==> config.mk <==
export PLATFORM = sky130hd
export DESIGN_NAME = daisy_chain_sync_and_message_framer_unit
export DESIGN_NICKNAME = d
export VERILOG_FILES = /design/src/rtl/dcsmf_pkg.sv /design/src/rtl/daisy_chain_sync_and_message_framer_unit.sv /design/src/rtl/dcsmf_ctrl.sv /design/src/rtl/dcsmf_dp.sv
export VERILOG_INCLUDE_DIRS = /design/src /design/src/rtl
export SDC_FILE = /design/constraint.sdc
export NUM_CORES = 1
export LEC_CHECK = 0
export BUFFER_PORTS_ARGS = -buffer_cell sky130_fd_sc_hd__buf_2
export CAP_MARGIN = 20
export CORE_MARGIN = 2
export CORE_UTILIZATION = 45
export CTS_CLUSTER_DIAMETER = 60
export CTS_CLUSTER_SIZE = 40
export DETAILED_ROUTE_END_ITERATION = 10
export SLEW_MARGIN = 20
export SYNTH_ARGS = -nofsm -noshare
export SYNTH_HDL_FRONTEND = slang
export SYNTH_SLANG_ARGS = --single-unit
==> constraint.sdc <==
create_clock -name clk -period 5.5 [get_ports clk]
set_clock_uncertainty 0.2 [all_clocks]
set_input_delay 1.1 -clock clk [delete_from_list [all_inputs] [get_ports clk]]
set_output_delay 1.1 -clock clk [all_outputs]
set_load 0.01 [all_outputs]
==> src/rtl/daisy_chain_sync_and_message_framer_unit_assert.svh <==
`ifndef DAISY_CHAIN_SYNC_AND_MESSAGE_FRAMER_UNIT_ASSERT_SVH
`define DAISY_CHAIN_SYNC_AND_MESSAGE_FRAMER_UNIT_ASSERT_SVH

// Checks that a condition holds in the same cycle as its trigger.
`define DCSMF_ASSERT_NOW(label, ante, cons) \
    label: assert property (@(posedge clk) disable iff (!rst_n) (ante) |-> (cons)) \
        else $error("framer check failed in the same cycle");

// Checks that a condition holds in the cycle after its trigger.
`define DCSMF_ASSERT_NEXT(label, ante, cons) \
    label: assert property (@(posedge clk) disable iff (!rst_n) (ante) |=> (cons)) \
        else $error("framer check failed one cycle later");

`endif

==> src/rtl/dcsmf_pkg.sv <==
package dcsmf_pkg;

    localparam int MSG_LEN = 15;
    localparam logic [7:0] SYNC_LEN = 8'd15;

    localparam int BYTE_W = 8;
    localparam int POS_W = 6;
    localparam int FILL_W = $clog2(MSG_LEN + 1);
    localparam int IDX_W = $clog2(MSG_LEN);

    localparam int CFG_IDX_W = 1;
    localparam logic [CFG_IDX_W-1:0] REG_SYNC_BYTE = 1'b0;
    localparam logic [CFG_IDX_W-1:0] REG_BROADCAST = 1'b1;

    localparam logic [BYTE_W-1:0] SYNC_BYTE_RST = 8'd27;
    localparam logic [BYTE_W-1:0] BROADCAST_RST = 8'd255;

    localparam logic KIND_FORWARD = 1'b0;
    localparam logic KIND_MESSAGE = 1'b1;

    localparam int OUT_DATA_W = 24;

    typedef struct packed {
        logic step;
        logic emit;
    } ctrl_cmd_t;

    typedef struct packed {
        logic out_free;
        logic accept;
        logic idx_last;
    } dp_status_t;

endpackage

==> src/rtl/daisy_chain_sync_and_message_framer_unit.sv <==
// Channel        | Direction | Carries
// s_axis         | in        | tdata[7:0] rx_byte
// m_axis         | out       | tdata value, position, node_address; tuser kind; tlast last
// cfg            | in        | write of sync_byte (index 0) or broadcast_addr (index 1)
//
// A request that is only forwarded yields one forward item; an accepted message is then
// followed by its MSG_LEN message bytes, read one at a time from the message store, and
// no new request is taken until the last of them has been issued.
// Reset is asynchronous and needs no clearing pass; the message store is not reset.
// A stalled output holds its result register and stops new requests or message bytes.
module daisy_chain_sync_and_message_framer_unit (
    input  logic                                   clk,
    input  logic                                   rst_n,
    input  logic                                   s_axis_tvalid,
    output logic                                   s_axis_tready,
    input  logic [7:0]                             s_axis_tdata,  // rx_byte
    output logic                                   m_axis_tvalid,
    input  logic                                   m_axis_tready,
    // value [7:0], position [13:8], node_address [21:14], zero [23:22]
    output logic [dcsmf_pkg::OUT_DATA_W-1:0]       m_axis_tdata,
    output logic                                   m_axis_tuser,  // kind
    output logic                                   m_axis_tlast,
    input  logic                                   cfg_we,
    input  logic [dcsmf_pkg::CFG_IDX_W-1:0]        cfg_index,
    input  logic [dcsmf_pkg::BYTE_W-1:0]           cfg_data
);
    import dcsmf_pkg::*;

    ctrl_cmd_t          cmd;
    dp_status_t         status;
    logic [BYTE_W-1:0]  out_value;
    logic [POS_W-1:0]   out_position;
    logic [BYTE_W-1:0]  out_address;

    dcsmf_ctrl u_ctrl (
        .clk      (clk),
        .rst_n    (rst_n),
        .in_valid (s_axis_tvalid),
        .status   (status),
        .in_ready (s_axis_tready),
        .cmd      (cmd)
    );

    dcsmf_dp u_dp (
        .clk          (clk),
        .rst_n        (rst_n),
        .cmd          (cmd),
        .rx_byte      (s_axis_tdata),
        .cfg_we       (cfg_we),
        .cfg_index    (cfg_index),
        .cfg_data     (cfg_data),
        .out_ready    (m_axis_tready),
        .status       (status),
        .out_valid    (m_axis_tvalid),
        .out_kind     (m_axis_tuser),
        .out_value    (out_value),
        .out_position (out_position),
        .out_address  (out_address),
        .out_last     (m_axis_tlast)
    );

    assign m_axis_tdata = {(OUT_DATA_W - 2 * BYTE_W - POS_W)'(0),
                           out_address, out_position, out_value};

`include "daisy_chain_sync_and_message_framer_unit_assert.svh"

    `DCSMF_ASSERT_NOW(a_ready_needs_room, s_axis_tready, !m_axis_tvalid || m_axis_tready)
    `DCSMF_ASSERT_NEXT(a_accept_blocks_input, s_axis_tvalid && s_axis_tready && status.accept, !s_axis_tready)
    `DCSMF_ASSERT_NOW(a_forward_position_zero, m_axis_tvalid && !m_axis_tuser, out_position == '0)
    `DCSMF_ASSERT_NOW(a_message_end_position, m_axis_tvalid && m_axis_tuser && m_axis_tlast, out_position == POS_W'(MSG_LEN - 1))

endmodule

==> src/rtl/dcsmf_ctrl.sv <==
module dcsmf_ctrl (
    input  logic                  clk,
    input  logic                  rst_n,
    input  logic                  in_valid,
    input  dcsmf_pkg::dp_status_t status,
    output logic                  in_ready,
    output dcsmf_pkg::ctrl_cmd_t  cmd
);
    import dcsmf_pkg::*;

    typedef enum logic [1:0] {
        ST_IDLE = 2'b01,
        ST_MSG  = 2'b10
    } state_t;

    state_t state_reg;
    state_t state_next;

    always_comb
    begin
        state_next = state_reg;
        in_ready   = 1'b0;
        cmd        = '0;
        unique case (state_reg)
            ST_IDLE:
            begin
                in_ready = status.out_free;
                cmd.step = in_valid && status.out_free;
                if (cmd.step && status.accept)
                begin
                    state_next = ST_MSG;
                end
            end
            ST_MSG:
            begin
                cmd.emit = status.out_free;
                if (cmd.emit && status.idx_last)
                begin
                    state_next = ST_IDLE;
                end
            end
            default:
            begin
                state_next = ST_IDLE;
            end
        endcase
    end

    always_ff @(posedge clk or negedge rst_n)
    begin
        if (!rst_n)
        begin
            state_reg <= ST_IDLE;
        end
        else
        begin
            state_reg <= state_next;
        end
    end

endmodule

==> src/rtl/dcsmf_dp.sv <==
module dcsmf_dp (
    input  logic                                      clk,
    input  logic                                      rst_n,
    input  dcsmf_pkg::ctrl_cmd_t                      cmd,
    input  logic [dcsmf_pkg::BYTE_W-1:0]              rx_byte,
    input  logic                                      cfg_we,
    input  logic [dcsmf_pkg::CFG_IDX_W-1:0]           cfg_index,
    input  logic [dcsmf_pkg::BYTE_W-1:0]              cfg_data,
    input  logic                                      out_ready,
    output dcsmf_pkg::dp_status_t                     status,
    output logic                                      out_valid,
    output logic                                      out_kind,
    output logic [dcsmf_pkg::BYTE_W-1:0]              out_value,
    output logic [dcsmf_pkg::POS_W-1:0]               out_position,
    output logic [dcsmf_pkg::BYTE_W-1:0]              out_address,
    output logic                                      out_last
);
    import dcsmf_pkg::*;

    logic [BYTE_W-1:0] sync_byte_reg;
    logic [BYTE_W-1:0] broadcast_reg;
    logic [BYTE_W-1:0] sync_run_reg;
    logic [BYTE_W-1:0] sync_run_next;
    logic [BYTE_W-1:0] own_addr_reg;
    logic [BYTE_W-1:0] own_addr_next;
    logic              synced_reg;
    logic              synced_next;
    logic [FILL_W-1:0] fill_reg;
    logic [FILL_W-1:0] fill_next;
    logic [FILL_W-1:0] fill_after;
    logic [IDX_W-1:0]  idx_reg;
    logic [BYTE_W-1:0] store_reg [MSG_LEN];

    logic              is_addr;
    logic              store_en;
    logic              accept;
    logic [BYTE_W-1:0] fwd_byte;

    logic              out_valid_reg;
    logic              out_kind_reg;
    logic              out_kind_next;
    logic [BYTE_W-1:0] out_value_reg;
    logic [BYTE_W-1:0] out_value_next;
    logic [POS_W-1:0]  out_pos_reg;
    logic [POS_W-1:0]  out_pos_next;
    logic [BYTE_W-1:0] out_addr_reg;
    logic [BYTE_W-1:0] out_addr_next;
    logic              out_last_reg;
    logic              out_last_next;

    // The byte after a full sync run is taken as this node's address.
    always_comb
    begin
        is_addr       = (sync_run_reg == SYNC_LEN);
        store_en      = !is_addr && (fill_reg < FILL_W'(MSG_LEN));
        fwd_byte      = is_addr ? rx_byte + 8'd1 : rx_byte;
        own_addr_next = is_addr ? rx_byte : own_addr_reg;
        synced_next   = synced_reg || is_addr;
        sync_run_next = (rx_byte == sync_byte_reg) ? sync_run_reg + 8'd1 : '0;

        if (is_addr)
        begin
            fill_after = '0;
        end
        else if (store_en)
        begin
            fill_after = fill_reg + FILL_W'(1);
        end
        else
        begin
            fill_after = fill_reg;
        end

        accept = synced_next && (fill_after >= FILL_W'(MSG_LEN)) &&
                 ((store_reg[0] == own_addr_reg) || (store_reg[0] == broadcast_reg));
        fill_next = (synced_next && (fill_after >= FILL_W'(MSG_LEN))) ? '0 : fill_after;
    end

    always_comb
    begin
        status.out_free = !out_valid_reg || out_ready;
        status.accept   = accept;
        status.idx_last = (idx_reg == IDX_W'(MSG_LEN - 1));
    end

    always_comb
    begin
        if (cmd.step)
        begin
            out_kind_next  = KIND_FORWARD;
            out_value_next = fwd_byte;
            out_pos_next   = '0;
            out_addr_next  = own_addr_next;
            out_last_next  = !accept;
        end
        else
        begin
            out_kind_next  = KIND_MESSAGE;
            out_value_next = store_reg[idx_reg];
            out_pos_next   = POS_W'(idx_reg);
            out_addr_next  = own_addr_reg;
            out_last_next  = status.idx_last;
        end
    end

    always_ff @(posedge clk or negedge rst_n)
    begin
        if (!rst_n)
        begin
            sync_byte_reg <= SYNC_BYTE_RST;
            broadcast_reg <= BROADCAST_RST;
            sync_run_reg  <= '0;
            own_addr_reg  <= '0;
            synced_reg    <= 1'b0;
            fill_reg      <= '0;
            idx_reg       <= '0;
            out_valid_reg <= 1'b0;
        end
        else
        begin
            if (cfg_we)
            begin
                unique case (cfg_index)
                    REG_SYNC_BYTE: sync_byte_reg <= cfg_data;
                    REG_BROADCAST: broadcast_reg <= cfg_data;
                    default:       sync_byte_reg <= sync_byte_reg;
                endcase
            end

            if (cmd.step)
            begin
                sync_run_reg <= sync_run_next;
                own_addr_reg <= own_addr_next;
                synced_reg   <= synced_next;
                fill_reg     <= fill_next;
                idx_reg      <= '0;
            end
            else if (cmd.emit)
            begin
                idx_reg <= idx_reg + IDX_W'(1);
            end

            if (cmd.step || cmd.emit)
            begin
                out_valid_reg <= 1'b1;
            end
            else if (out_ready)
            begin
                out_valid_reg <= 1'b0;
            end
        end
    end

    always_ff @(posedge clk)
    begin
        if (cmd.step && store_en)
        begin
            store_reg[fill_reg[IDX_W-1:0]] <= rx_byte;
        end
        if (cmd.step || cmd.emit)
        begin
            out_kind_reg  <= out_kind_next;
            out_value_reg <= out_value_next;
            out_pos_reg   <= out_pos_next;
            out_addr_reg  <= out_addr_next;
            out_last_reg  <= out_last_next;
        end
    end

    assign out_valid    = out_valid_reg;
    assign out_kind     = out_kind_reg;
    assign out_value    = out_value_reg;
    assign out_position = out_pos_reg;
    assign out_address  = out_addr_reg;
    assign out_last     = out_last_reg;

endmodule
==> results of run 1 <==
-- worst min path at each step --
stage	startpoint	to	slack (ns)	cells after the start
floorplan	u_dp.synced_reg$_DFFE_PN0P_	u_dp.synced_reg$_DFFE_PN0P_	0.24	1
global placement	u_dp.synced_reg$_DFFE_PN0P_	u_dp.synced_reg$_DFFE_PN0P_	0.27	1
detailed placement	u_dp.synced_reg$_DFFE_PN0P_	u_dp.synced_reg$_DFFE_PN0P_	0.29	1
CTS	u_dp.synced_reg$_DFFE_PN0P_	u_dp.synced_reg$_DFFE_PN0P_	0.31	1
global route	u_dp.synced_reg$_DFFE_PN0P_	u_dp.synced_reg$_DFFE_PN0P_	0.32	1
finish	u_dp.synced_reg$_DFFE_PN0P_	u_dp.synced_reg$_DFFE_PN0P_	0.31	1
-- layout make-up --
class | count | area (um^2) | area share (%)
multi-input combinational | 292 | 2521 | 27.62
inverter | 14 | 52.55 | 0.5757
clock buffer | 18 | 429.2 | 4.702
tap | 229 | 286.5 | 3.139
sequential | 186 | 5383 | 58.97
clock inverter | 14 | 167.7 | 1.837
timing repair buffer | 53 | 287.8 | 3.153
-- cells by family after synthesis --
group,Yosys count,synth area share [%]
xor gates and xnor gates,33,3.577
adders and majority gates,8,1.239
other,1,0.04641
AOI/OAI and AO/OA,59,5.482
and+or+nand+nor,121,8.470
muxes,67,11.85
DFF,186,66.60
buffers and inverters,45,2.741
-- synth_stat cells (all sizes together), types with 4 or more instances --
cell,count
dfrtp,31
mux2i,18
a32oi,4
a22oi,4
inv,14
mux4,20
nand2,13
a31oi,8
nor2,23
o22ai,5
nand2b,13
nor2b,4
o211ai,5
clkbuf,13
xnor2,19
nand4,13
a21oi,5
nand3,17
buf,18
edfxtp,142
dfstp,13
nor3,12
ha,8
mux2,29
nor4,6
xor2,14
o21ai,8
-- power by group through the flow --
stage / logic [mW] / clock network (mW) / registers [mW]
CTS: 0.323 / 1.27 / 1.71
finish: 0.322 / 1.25 / 1.71
global placement: 0.317 / 0 / 1.73
floorplan: 0.222 / 0 / 1.70
detailed placement: 0.321 / 0 / 1.73
global route: 0.355 / 1.33 / 1.72
-- worst max-delay path, cell delays in order, from the launching register on --
cell	delay (ns)
sky130_fd_sc_hd__dfrtp_1	0.42
sky130_fd_sc_hd__ha_1	0.29
sky130_fd_sc_hd__nand4b_1	0.30
sky130_fd_sc_hd__or2_0	0.56
sky130_fd_sc_hd__nand3_1	0.32
sky130_fd_sc_hd__nor3_1	0.87
-- per-layer routing --
metal | vias up | GRT usage (%) | routed length [um]
met2 | 155 | 31.24 | 8716
met1 | 2382 | 26.55 | 7792
met5 | - | 0 | 0
li1 | 2093 | - | -
met4 | 0 | 6.122 | 263
met3 | 25 | 3.776 | 997
-- through the flow --
step / worst slack (ns) / hold WS, ns / utilization, %
6_report: 2.164 / 0.3056 / 51.34
5_1_grt: 1.981 / 0.3157 / 51.34
4_1_cts: 2.109 / 0.3055 / 51.20
3_5_place_dp: 1.844 / 0.2906 / 47.84
3_3_place_gp: 2.000 / 0.2698 / 47.84
2_1_floorplan: 2.040 / 0.2400 / -
==> report_table.html, run 1 <==
<table>
<tr><th>Metric</th><th>Value</th></tr>
<tr><th colspan="2">Status</th></tr>
<tr><td>Run status</td><td>complete, no violations</td></tr>
<tr><th colspan="2">Final layout</th></tr>
<tr><td>Cell area after layout</td><td>9128 um^2</td></tr>
<tr><td>Number of antenna cells inserted</td><td>0</td></tr>
<tr><td>Most frequent cells in the layout</td><td>142 x sky130_fd_sc_hd__edfxtp_1, 44 x sky130_fd_sc_hd__buf_2, 30 x sky130_fd_sc_hd__dfrtp_1</td></tr>
<tr><td>Number of filler cells placed in the layout</td><td>1465</td></tr>
<tr><td>Final instance count without filler cells</td><td>806</td></tr>
<tr><td>Layout cells sized above 1</td><td>27.38%</td></tr>
<tr><td>Layout Nets</td><td>594</td></tr>
<tr><td>Commonest non-fill, non-tap cell in the layout</td><td>sky130_fd_sc_hd__edfxtp_1</td></tr>
<tr><td>Post-synthesis to final-layout area growth</td><td>12.96%</td></tr>
<tr><td>Number of flip-flops under the largest register name</td><td>120</td></tr>
<tr><th colspan="2">STA</th></tr>
<tr><td>Measured slew at the worst slew-check pin</td><td>1.037 ns</td></tr>
<tr><td>Pins over their slew limit</td><td>0</td></tr>
<tr><td>Final period util</td><td>60.66%</td></tr>
<tr><td>Shortest clock period the worst path allows after layout</td><td>3.336 ns</td></tr>
<tr><td>Upper clock frequency limit</td><td>0.2997 GHz</td></tr>
<tr><td># setup viols final</td><td>0</td></tr>
<tr><td>Final hold violation count</td><td>0</td></tr>
<tr><td>Setup tns final</td><td>0 ns</td></tr>
<tr><td>Max_slew headroom</td><td>30.33%</td></tr>
<tr><td>RSZ-0062 raised after global routing</td><td>no</td></tr>
<tr><th colspan="2">Global routing</th></tr>
<tr><td>Via count of the first global-routing pass</td><td>4729</td></tr>
<tr><td>Total grt overflow</td><td>0</td></tr>
<tr><td>Largest net degree at the start of global routing</td><td>45</td></tr>
<tr><td>Antenna violations before repair</td><td>0</td></tr>
<tr><td>All-layer global routing usage</td><td>19.26%</td></tr>
<tr><td>First-pass GRT wire length</td><td>27790 um</td></tr>
<tr><th colspan="2">Setup path</th></tr>
<tr><td>Data arrival time of the critical path</td><td>3.19 ns</td></tr>
<tr><td>Sort of element at the end of the critical path</td><td>register</td></tr>
<tr><td>Type of the setup path with the least slack</td><td>reg2reg</td></tr>
<tr><td>R2r endpoint</td><td>u_dp.store_reg[0][7]$_DFFE_PP_</td></tr>
<tr><td>Logic depth of the worst register-to-register path</td><td>5</td></tr>
<tr><td>Startpoint type of the worst setup path</td><td>register</td></tr>
<tr><td>Startpoint of the worst register-to-register path</td><td>u_dp.sync_run_reg[0]$_DFFE_PN0P_</td></tr>
<tr><td>Slack of the worst reg-to-reg path</td><td>2.16 ns</td></tr>
<tr><td>Crit path to</td><td>u_dp.store_reg[0][7]$_DFFE_PP_</td></tr>
<tr><td>Critical path required time</td><td>5.36 ns</td></tr>
<tr><td>CP Max Fanout</td><td>8</td></tr>
<tr><td>Worst setup path start</td><td>u_dp.sync_run_reg[0]$_DFFE_PN0P_</td></tr>
<tr><th colspan="2">Synth</th></tr>
<tr><td>Fraction of synthesis flops using an asynchronous set or reset pin</td><td>23.66%</td></tr>
<tr><td>Post-synth EDFFs</td><td>142</td></tr>
<tr><td>Number of distinct standard cells referenced by the synthesized netlist</td><td>60</td></tr>
<tr><td>Synth top area cells</td><td>sky130_fd_sc_hd__edfxtp_1 53%, sky130_fd_sc_hd__dfrtp_1 9.6%, sky130_fd_sc_hd__mux4_2 5.6%</td></tr>
<tr><td>Fraction of post-synthesis cell area in the top cell type by area</td><td>52.77%</td></tr>
<tr><td>Gate Count Post-Synth</td><td>520</td></tr>
<tr><td>Number of warnings reported in the yosys synthesis log</td><td>0</td></tr>
<tr><td>Post-synthesis cell type with the largest combined area</td><td>sky130_fd_sc_hd__edfxtp_1</td></tr>
<tr><td>Post-synthesis sequential element count</td><td>186</td></tr>
<tr><td>Netlist Area Pre-Place</td><td>8080 um^2</td></tr>
<tr><td>Mean instance size in the synthesized netlist</td><td>15.54 um^2</td></tr>
<tr><td>Most common flop cell mapped by yosys</td><td>sky130_fd_sc_hd__edfxtp_1</td></tr>
<tr><td>Post-synthesis sequential area ratio</td><td>66.60%</td></tr>
<tr><th colspan="2">Detailed routing</th></tr>
<tr><td>Number of detailed-route iterations in the first pass</td><td>5</td></tr>
<tr><td>DR WL/cell</td><td>22.05 um</td></tr>
<tr><td>Violation count after the first detailed-route iteration</td><td>454</td></tr>
<tr><td>Routed Antenna Nets</td><td>0</td></tr>
<tr><td>Routed wire length</td><td>17770 um</td></tr>
<tr><td>Ratio of routed vias to standard cells</td><td>5.775</td></tr>
<tr><td>Count of vias placed by the detailed router</td><td>4655</td></tr>
<tr><td>DR DRC count</td><td>0</td></tr>
<tr><th colspan="2">Floorplanning</th></tr>
<tr><td>I/O Pins</td><td>50</td></tr>
<tr><td>Standard-cell row count</td><td>49</td></tr>
<tr><td>Core Box Area</td><td>17780 um^2</td></tr>
<tr><td>Initial Utilization</td><td>45.45%</td></tr>
<tr><td>Vertical die dimension</td><td>138 um</td></tr>
<tr><td>Die width</td><td>138 um</td></tr>
<tr><td>Overall die area</td><td>19040 um^2</td></tr>
<tr><th colspan="2">Clocking</th></tr>
<tr><td>Source-to-sink clock delay at the later pin of the worst-skew pair</td><td>0.44 ns</td></tr>
<tr><td>Clock buffer depth</td><td>2</td></tr>
<tr><td>Hold_buf cts</td><td>0</td></tr>
<tr><td>Setup fix buffers added after clock tree synthesis</td><td>0</td></tr>
<tr><td>CTS buffer count</td><td>17</td></tr>
<tr><td>CTS tree</td><td>built</td></tr>
<tr><td>Root Buffer Master</td><td>sky130_fd_sc_hd__clkbuf_16</td></tr>
<tr><td>Number of instances resized during post-cts repair</td><td>0</td></tr>
<tr><td>H-Tree Level Count</td><td>4</td></tr>
<tr><td>Clock transition at the registers of the reported paths</td><td>0.07 ns</td></tr>
<tr><td>Number of sinks on the clock net</td><td>186</td></tr>
<tr><th colspan="2">Pwr</th></tr>
<tr><td>Worst supply voltage drop on vdd</td><td>0.2521 mV</td></tr>
<tr><td>Switching share of total power</td><td>24.56%</td></tr>
<tr><td>Pleak</td><td>3.144 nW</td></tr>
<tr><td>Pint</td><td>2.477 mW</td></tr>
<tr><td>Comb power frac</td><td>9.8%</td></tr>
<tr><td>Total Power Consumption</td><td>3.283 mW</td></tr>
<tr><td>Power density over the cells</td><td>359.7 nW/um^2</td></tr>
<tr><td>Net Sw Power</td><td>0.8065 mW</td></tr>
<tr><td>Sequential cell fraction of total power</td><td>52.0%</td></tr>
<tr><td>Share of power burned in the clock network</td><td>38.2%</td></tr>
<tr><th colspan="2">Flow run</th></tr>
<tr><td>Number of max-cap violations</td><td>0</td></tr>
<tr><th colspan="2">Min path</th></tr>
<tr><td>Type of the worst min-delay path</td><td>reg2reg</td></tr>
<tr><th colspan="2">Placement</th></tr>
<tr><td>DP Cell Count</td><td>774</td></tr>
<tr><td>Number of input and output port buffers inserted</td><td>45</td></tr>
<tr><td>Placer Congestion</td><td>0.8330</td></tr>
<tr><td>Instance area at placement</td><td>8506 um^2</td></tr>
<tr><td>Placed wire-length estimate</td><td>11770 um</td></tr>
</table>
(Power assumes the default switching activity.)
==> run 2, diff against run 1 <==
==> constraint.sdc (replaced) <==
create_clock -name clk -period 2.8 [get_ports clk]
set_clock_uncertainty 0.2 [all_clocks]
set_input_delay 0.56 -clock clk [delete_from_list [all_inputs] [get_ports clk]]
set_output_delay 0.56 -clock clk [all_outputs]
set_load 0.01 [all_outputs]
==> report_table.html, run 2 (synthesized netlist as in run 1, its figures left out) <==
<table>
<tr><th>Metric</th><th>Value</th></tr>
<tr><th colspan="2">Status</th></tr>
<tr><td>Run status</td><td>complete, no violations</td></tr>
<tr><th colspan="2">Flow run</th></tr>
<tr><td>Number of max-cap violations</td><td>0</td></tr>
<tr><th colspan="2">Floorplanning</th></tr>
<tr><td>Vertical die dimension</td><td>138 um</td></tr>
<tr><td>Initial Utilization</td><td>45.45%</td></tr>
<tr><td>Overall die area</td><td>19040 um^2</td></tr>
<tr><td>Standard-cell row count</td><td>49</td></tr>
<tr><td>Die width</td><td>138 um</td></tr>
<tr><td>I/O Pins</td><td>50</td></tr>
<tr><td>Core Box Area</td><td>17780 um^2</td></tr>
<tr><th colspan="2">Global routing</th></tr>
<tr><td>All-layer global routing usage</td><td>19.80%</td></tr>
<tr><td>Antenna violations before repair</td><td>0</td></tr>
<tr><td>First-pass GRT wire length</td><td>28450 um</td></tr>
<tr><td>Largest net degree at the start of global routing</td><td>43</td></tr>
<tr><td>Total grt overflow</td><td>0</td></tr>
<tr><td>Via count of the first global-routing pass</td><td>4779</td></tr>
<tr><th colspan="2">Setup path</th></tr>
<tr><td>Slack of the worst reg-to-reg path</td><td>0.21 ns</td></tr>
<tr><td>Data arrival time of the critical path</td><td>2.53 ns</td></tr>
<tr><td>Buffering stage count on the worst path with inverters included</td><td>1</td></tr>
<tr><td>Logic depth of the worst register-to-register path</td><td>6</td></tr>
<tr><td>Startpoint type of the worst setup path</td><td>register</td></tr>
<tr><td>Critical path required time</td><td>2.74 ns</td></tr>
<tr><td>Sort of element at the end of the critical path</td><td>register</td></tr>
<tr><td>Largest delay contributor family on the critical path</td><td>simple AND/OR/NAND/NOR gates</td></tr>
<tr><td>Largest stage delay on the critical path</td><td>0.52 ns</td></tr>
<tr><td>Startpoint of the worst register-to-register path</td><td>u_dp.sync_run_reg[0]$_DFFE_PN0P_</td></tr>
<tr><td>R2r endpoint</td><td>u_dp.store_reg[0][4]$_DFFE_PP_</td></tr>
<tr><td>Cells along the critical path</td><td>ha_1, nand4b_1, or2_0, nand3_1, nor3_1, buf_4</td></tr>
<tr><td>Type of the setup path with the least slack</td><td>reg2reg</td></tr>
<tr><td>Crit path max-delay cell type</td><td>sky130_fd_sc_hd__or2_0</td></tr>
<tr><td>CP Max Fanout</td><td>8</td></tr>
<tr><th colspan="2">STA</th></tr>
<tr><td>Final Worst Setup Slack</td><td>0.2074 ns</td></tr>
<tr><td>Upper clock frequency limit</td><td>0.3857 GHz</td></tr>
<tr><td>Measured slew at the worst slew-check pin</td><td>0.9381 ns</td></tr>
<tr><td>Shortest clock period the worst path allows after layout</td><td>2.593 ns</td></tr>
<tr><td>Setup tns final</td><td>0 ns</td></tr>
<tr><td>Max_slew headroom</td><td>37.46%</td></tr>
<tr><td># setup viols final</td><td>0</td></tr>
<tr><td>Pins over their slew limit</td><td>0</td></tr>
<tr><td>RSZ-0062 raised after global routing</td><td>no</td></tr>
<tr><td>Final period util</td><td>92.59%</td></tr>
<tr><td>Final hold violation count</td><td>0</td></tr>
<tr><th colspan="2">Final layout</th></tr>
<tr><td>Layout cells sized above 1</td><td>30.31%</td></tr>
<tr><td>Post-synthesis to final-layout area growth</td><td>15.48%</td></tr>
<tr><td>Total area of multi-input combinational cells</td><td>2506 um^2</td></tr>
<tr><td>Layout Nets</td><td>625</td></tr>
<tr><td>Commonest non-fill, non-tap cell in the layout</td><td>sky130_fd_sc_hd__edfxtp_1</td></tr>
<tr><td>Number of flip-flops under the largest register name</td><td>120</td></tr>
<tr><td>Most frequent cells in the layout</td><td>142 x sky130_fd_sc_hd__edfxtp_1, 45 x sky130_fd_sc_hd__buf_2, 36 x sky130_fd_sc_hd__buf_4</td></tr>
<tr><td>Seq. cell area</td><td>5383 um^2</td></tr>
<tr><td>Final instance count without filler cells</td><td>836</td></tr>
<tr><td>Number of antenna cells inserted</td><td>0</td></tr>
<tr><td>Number of filler cells placed in the layout</td><td>1489</td></tr>
<tr><th colspan="2">Clocking</th></tr>
<tr><td>Root Buffer Master</td><td>sky130_fd_sc_hd__clkbuf_16</td></tr>
<tr><td>Clock buffer depth</td><td>2</td></tr>
<tr><td>Number of sinks on the clock net</td><td>186</td></tr>
<tr><td>H-Tree Level Count</td><td>4</td></tr>
<tr><td>Source-to-sink clock delay at the later pin of the worst-skew pair</td><td>0.43 ns</td></tr>
<tr><td>Number of instances resized during post-cts repair</td><td>0</td></tr>
<tr><td>Clock transition at the registers of the reported paths</td><td>0.07 ns</td></tr>
<tr><td>CTS tree</td><td>built</td></tr>
<tr><td>CTS buffer count</td><td>17</td></tr>
<tr><th colspan="2">Placement</th></tr>
<tr><td>Placed wire-length estimate</td><td>12500 um</td></tr>
<tr><td>Number of input and output port buffers inserted</td><td>45</td></tr>
<tr><td>Placer Congestion</td><td>0.8023</td></tr>
<tr><td>Post-Place Setup Slack</td><td>0.2211 ns</td></tr>
<tr><td>DP Cell Count</td><td>804</td></tr>
<tr><th colspan="2">Detailed routing</th></tr>
<tr><td>Number of detailed-route iterations in the first pass</td><td>4</td></tr>
<tr><td>DR WL/cell</td><td>21.65 um</td></tr>
<tr><td>DR DRC count</td><td>0</td></tr>
<tr><td>Count of vias placed by the detailed router</td><td>4751</td></tr>
<tr><td>Routed Antenna Nets</td><td>0</td></tr>
<tr><td>Violation count after the first detailed-route iteration</td><td>423</td></tr>
<tr><td>Ratio of routed vias to standard cells</td><td>5.683</td></tr>
<tr><td>Routed wire length</td><td>18100 um</td></tr>
<tr><th colspan="2">Min path</th></tr>
<tr><td>Hold wc startpoint</td><td>cfg_data[1]</td></tr>
<tr><td>Number of cells traversed by the worst hold path</td><td>2</td></tr>
<tr><td>Type of the worst min-delay path</td><td>in2reg</td></tr>
<tr><td>Hold path endpoint</td><td>u_dp.sync_byte_reg[1]$_DFFE_PN1P_</td></tr>
<tr><th colspan="2">Pwr</th></tr>
<tr><td>Pleak</td><td>3.276 nW</td></tr>
<tr><td>Power density over the cells</td><td>677.6 nW/um^2</td></tr>
<tr><td>Worst supply voltage drop on vdd</td><td>0.4870 mV</td></tr>
</table>
## run 2: cell types whose count changed in the layout (fill, tap and decap cells not counted)
cell	previous run	this run
sky130_fd_sc_hd__buf_4	9	36
sky130_fd_sc_hd__nor3_1	8	11
sky130_fd_sc_hd__nor3_2	3	0
sky130_fd_sc_hd__buf_12	0	2
sky130_fd_sc_hd__clkbuf_1	1	3
sky130_fd_sc_hd__clkinv_1	3	1
sky130_fd_sc_hd__clkinvlp_4	2	4
sky130_fd_sc_hd__inv_6	4	2
sky130_fd_sc_hd__buf_2	44	45
sky130_fd_sc_hd__bufinv_16	3	2
sky130_fd_sc_hd__clkinv_2	1	2
sky130_fd_sc_hd__dlygate4sd3_1	0	1
sky130_fd_sc_hd__inv_8	1	0
## run 2: stage by stage
step                hold WS [ns]  power [mW]  util (%)  cell area (um^2)
floorplan                0.06441       3.785         -              8092
global placement          0.2748       4.058     49.25              8756
detailed placement        0.2735       4.074     49.25              8756
CTS                       0.1619       6.363     52.44              9324
global route              0.1655       6.564     52.48              9331
finish                    0.1720       6.323     52.48              9331
## run 2: how the worst max path moves through the flow
stage | start | endpoint | slack, ns | depth (start not counted)
2_1_floorplan | m_axis_tready | u_dp.out_address[0]$_DFFE_PP_ | 0.09 | 6
3_3_place_gp | u_dp.sync_run_reg[0]$_DFFE_PN0P_ | u_dp.store_reg[0][5]$_DFFE_PP_ | 0.25 | 6
3_5_place_dp | u_dp.sync_run_reg[0]$_DFFE_PN0P_ | u_dp.store_reg[2][7]$_DFFE_PP_ | 0.22 | 6
4_1_cts | u_dp.sync_run_reg[0]$_DFFE_PN0P_ | u_dp.store_reg[2][2]$_DFFE_PP_ | 0.19 | 6
5_1_grt | u_dp.sync_run_reg[0]$_DFFE_PN0P_ | u_dp.store_reg[1][0]$_DFFE_PP_ | 0.01 | 6
6_report | u_dp.sync_run_reg[0]$_DFFE_PN0P_ | u_dp.store_reg[0][4]$_DFFE_PP_ | 0.21 | 6
## run 2: area by class of cell
type,count,area share [%]
repair buffers,84,5.846
inverters,14,0.5632
clock buffers,20,4.680
clock inverters,11,1.301
well taps,229,3.071
multi-input cells,292,26.86
flip-flops and latches,186,57.68
## run 2: power breakdown
group	internal (mW)	switching, mW
clock network	1.31	0.994
registers	3.21	0.134
logic	0.279	0.399
## run 2: worst reg2reg max path, stage by stage (launching register included)
cell                       delay, ns
sky130_fd_sc_hd__dfrtp_1        0.42
sky130_fd_sc_hd__ha_1           0.28
sky130_fd_sc_hd__nand4b_1       0.14
sky130_fd_sc_hd__or2_0          0.52
sky130_fd_sc_hd__nand3_1        0.33
sky130_fd_sc_hd__nor3_1         0.21
sky130_fd_sc_hd__buf_4          0.20
## run 2: metal layers
layer,GRT usage [%],vias to the layer above,wire [um]
met3,4.503,19,894
met2,31.66,126,8637
met1,27.36,2458,8201
met4,6.122,0,363
li1,-,2148,-
met5,0,-,0
## run 2: repair_timing
action | CTS | global route
setup buffers | 0 | 0
endpoints found under the hold margin | 12 | 0
hold buffers | 1 | 0
==> run 3, diff against run 2 <==
--- a/config.mk
+++ b/config.mk
@@ -13,7 +13,9 @@
 export CTS_CLUSTER_DIAMETER = 60
 export CTS_CLUSTER_SIZE = 40
 export DETAILED_ROUTE_END_ITERATION = 10
+export REMOVE_ABC_BUFFERS = 1
 export SLEW_MARGIN = 20
 export SYNTH_ARGS = -nofsm -noshare
 export SYNTH_HDL_FRONTEND = slang
 export SYNTH_SLANG_ARGS = --single-unit
+export TNS_END_PERCENT = 5
==> report_table.html, run 3 (synthesized netlist as in run 1, its figures left out) <==
<table>
<tr><th>Metric</th><th>Value</th></tr>
<tr><th colspan="2">Final layout</th></tr>
<tr><td>Core occupancy in the finished layout</td><td>52.58%</td></tr>
<tr><td>Layout Nets</td><td>625</td></tr>
<tr><td>Number of flip-flops under the largest register name</td><td>120</td></tr>
<tr><td>Post-synthesis to final-layout area growth</td><td>15.69%</td></tr>
<tr><td>Number of antenna cells inserted</td><td>0</td></tr>
<tr><td>Most frequent cells in the layout</td><td>142 x sky130_fd_sc_hd__edfxtp_1, 45 x sky130_fd_sc_hd__buf_2, 37 x sky130_fd_sc_hd__buf_4</td></tr>
<tr><td>Commonest non-fill, non-tap cell in the layout</td><td>sky130_fd_sc_hd__edfxtp_1</td></tr>
<tr><td>Layout cells sized above 1</td><td>30.92%</td></tr>
<tr><td>Number of filler cells placed in the layout</td><td>1491</td></tr>
<tr><th colspan="2">Detailed routing</th></tr>
<tr><td>Number of detailed-route iterations in the first pass</td><td>4</td></tr>
<tr><td>Routed wire length</td><td>17930 um</td></tr>
<tr><td>DR DRC count</td><td>0</td></tr>
<tr><td>DR WL/cell</td><td>21.42 um</td></tr>
<tr><td>Ratio of routed vias to standard cells</td><td>5.661</td></tr>
<tr><td>Routed Antenna Nets</td><td>0</td></tr>
<tr><td>Count of vias placed by the detailed router</td><td>4738</td></tr>
<tr><td>Violation count after the first detailed-route iteration</td><td>427</td></tr>
<tr><th colspan="2">Pwr</th></tr>
<tr><td>Worst supply voltage drop on vdd</td><td>0.3856 mV</td></tr>
<tr><td>Sequential cell fraction of total power</td><td>52.5%</td></tr>
<tr><td>Pint</td><td>4.799 mW</td></tr>
<tr><td>Comb power frac</td><td>10.6%</td></tr>
<tr><td>Switching share of total power</td><td>24.62%</td></tr>
<tr><td>Share of power burned in the clock network</td><td>36.9%</td></tr>
<tr><td>Pleak</td><td>3.289 nW</td></tr>
<tr><td>Power density over the cells</td><td>681.1 nW/um^2</td></tr>
<tr><td>Net Sw Power</td><td>1.567 mW</td></tr>
<tr><th colspan="2">Clocking</th></tr>
<tr><td>H-Tree Level Count</td><td>4</td></tr>
<tr><td>Source-to-sink clock delay at the later pin of the worst-skew pair</td><td>0.43 ns</td></tr>
<tr><td>Hold_buf cts</td><td>0</td></tr>
<tr><td>CTS tree</td><td>built</td></tr>
<tr><td>Number of instances resized during post-cts repair</td><td>0</td></tr>
<tr><td>Clock buffer depth</td><td>2</td></tr>
<tr><td>Root Buffer Master</td><td>sky130_fd_sc_hd__clkbuf_16</td></tr>
<tr><td>Number of sinks on the clock net</td><td>186</td></tr>
<tr><td>Setup fix buffers added after clock tree synthesis</td><td>0</td></tr>
<tr><td>CTS buffer count</td><td>17</td></tr>
<tr><td>Clock transition at the registers of the reported paths</td><td>0.07 ns</td></tr>
<tr><th colspan="2">Floorplanning</th></tr>
<tr><td>Initial Utilization</td><td>45.45%</td></tr>
<tr><td>Vertical die dimension</td><td>138 um</td></tr>
<tr><td>Overall die area</td><td>19040 um^2</td></tr>
<tr><td>Standard-cell row count</td><td>49</td></tr>
<tr><td>I/O Pins</td><td>50</td></tr>
<tr><td>Core Box Area</td><td>17780 um^2</td></tr>
<tr><td>Die width</td><td>138 um</td></tr>
<tr><th colspan="2">Setup path</th></tr>
<tr><td>Data arrival time of the critical path</td><td>2.62 ns</td></tr>
<tr><td>Sort of element at the end of the critical path</td><td>register</td></tr>
<tr><td>CP Max Fanout</td><td>8</td></tr>
<tr><td>Type of the setup path with the least slack</td><td>reg2reg</td></tr>
<tr><td>Startpoint type of the worst setup path</td><td>register</td></tr>
<tr><td>Startpoint of the worst register-to-register path</td><td>u_dp.fill_reg[0]$_DFFE_PN0P_</td></tr>
<tr><td>Worst setup path start</td><td>u_dp.fill_reg[0]$_DFFE_PN0P_</td></tr>
<tr><td>Critical path required time</td><td>2.92 ns</td></tr>
<tr><th colspan="2">Global routing</th></tr>
<tr><td>First-pass GRT wire length</td><td>28000 um</td></tr>
<tr><td>Via count of the first global-routing pass</td><td>4723</td></tr>
<tr><td>Total grt overflow</td><td>0</td></tr>
<tr><td>Largest net degree at the start of global routing</td><td>45</td></tr>
<tr><td>Antenna violations before repair</td><td>0</td></tr>
<tr><td>All-layer global routing usage</td><td>19.47%</td></tr>
<tr><th colspan="2">STA</th></tr>
<tr><td># setup viols final</td><td>0</td></tr>
<tr><td>Setup tns final</td><td>0 ns</td></tr>
<tr><td>Final period util</td><td>89.57%</td></tr>
<tr><td>Shortest clock period the worst path allows after layout</td><td>2.508 ns</td></tr>
<tr><td>Pins over their slew limit</td><td>0</td></tr>
<tr><td>Upper clock frequency limit</td><td>0.3987 GHz</td></tr>
<tr><td>RSZ-0062 raised after global routing</td><td>no</td></tr>
<tr><td>Max_slew headroom</td><td>47.27%</td></tr>
<tr><td>Final hold violation count</td><td>0</td></tr>
<tr><td>Final Worst Setup Slack</td><td>0.2919 ns</td></tr>
<tr><td>Measured slew at the worst slew-check pin</td><td>0.7879 ns</td></tr>
<tr><th colspan="2">Placement</th></tr>
<tr><td>Placed wire-length estimate</td><td>12120 um</td></tr>
<tr><td>Number of input and output port buffers inserted</td><td>45</td></tr>
<tr><td>Placer Congestion</td><td>0.8156</td></tr>
<tr><td>Post-Place Setup Slack</td><td>0.2528 ns</td></tr>
<tr><th colspan="2">Min path</th></tr>
<tr><td>Type of the worst min-delay path</td><td>in2async</td></tr>
<tr><th colspan="2">Status</th></tr>
<tr><td>Run status</td><td>complete, no violations</td></tr>
<tr><th colspan="2">Flow run</th></tr>
<tr><td>Number of max-cap violations</td><td>0</td></tr>
</table>
==> run 3: final timing paths <==
path                                                     end  slack (ns)  cells after the start
setup / recovery                u_dp.fill_reg[0]$_DFFE_PN0P_        0.29                      6
hold / removal                u_dp.own_addr_reg[0]$_DFF_PN0_        0.01                      2
setup reg to reg                u_dp.fill_reg[0]$_DFFE_PN0P_        0.29                      6
hold reg to reg                  u_dp.synced_reg$_DFFE_PN0P_        0.27                      1
max in group asynchronous        u_dp.idx_reg[0]$_DFFE_PN0P_        1.98                      2
min in group clk           u_dp.broadcast_reg[1]$_DFFE_PN1P_        0.18                      2
==> run 3: cell type report <==
type / count / area [um^2] / share of cell area [%]
clock inverter: 15 / 151.4 / 1.620
timing repair buffer: 84 / 543.0 / 5.809
sequential: 186 / 5383 / 57.58
inverter: 14 / 52.55 / 0.5622
tap: 229 / 286.5 / 3.065
clock buffer: 17 / 425.4 / 4.551
multi-input combinational: 292 / 2506 / 26.81
==> run 3: power by group through the flow <==
stage / combinational [mW] / sequential, mW / clock (mW)
5_1_grt: 0.739 / 3.37 / 2.51
6_report: 0.673 / 3.34 / 2.35
2_1_floorplan: 0.393 / 3.37 / 0
3_5_place_dp: 0.675 / 3.40 / 0
4_1_cts: 0.678 / 3.34 / 2.39
3_3_place_gp: 0.657 / 3.39 / 0
==> run 3: stage by stage <==
step                instances  instance area, um^2  hold WS [ns]  power, mW
floorplan                 492                 7923       0.06441      3.765
global placement          805                 8763        0.2597      4.047
detailed placement        805                 8771        0.2590      4.072
CTS                       837                 9348       0.02473      6.410
global route              837                 9348       0.05692      6.612
finish                    837                 9348       0.01124      6.367
==> run 3: critical path: stages, from the launching register on <==
cell and delay (ns):
sky130_fd_sc_hd__dfrtp_1 0.48, sky130_fd_sc_hd__inv_1 0.12, sky130_fd_sc_hd__ha_1 0.34, sky130_fd_sc_hd__or4bb_1 0.53, sky130_fd_sc_hd__a31oi_4 0.30, sky130_fd_sc_hd__o21ai_1 0.14, sky130_fd_sc_hd__mux2_2 0.28
==> run 3: routing by layer <==
layer / track usage (%) / vias up / share of wire [%]
met5: 0 / - / 0
met4: 6.928 / 0 / 2.4
met3: 3.672 / 26 / 4.9
met2: 30.22 / 148 / 47
met1: 27.82 / 2409 / 46
li1: - / 2155 / -
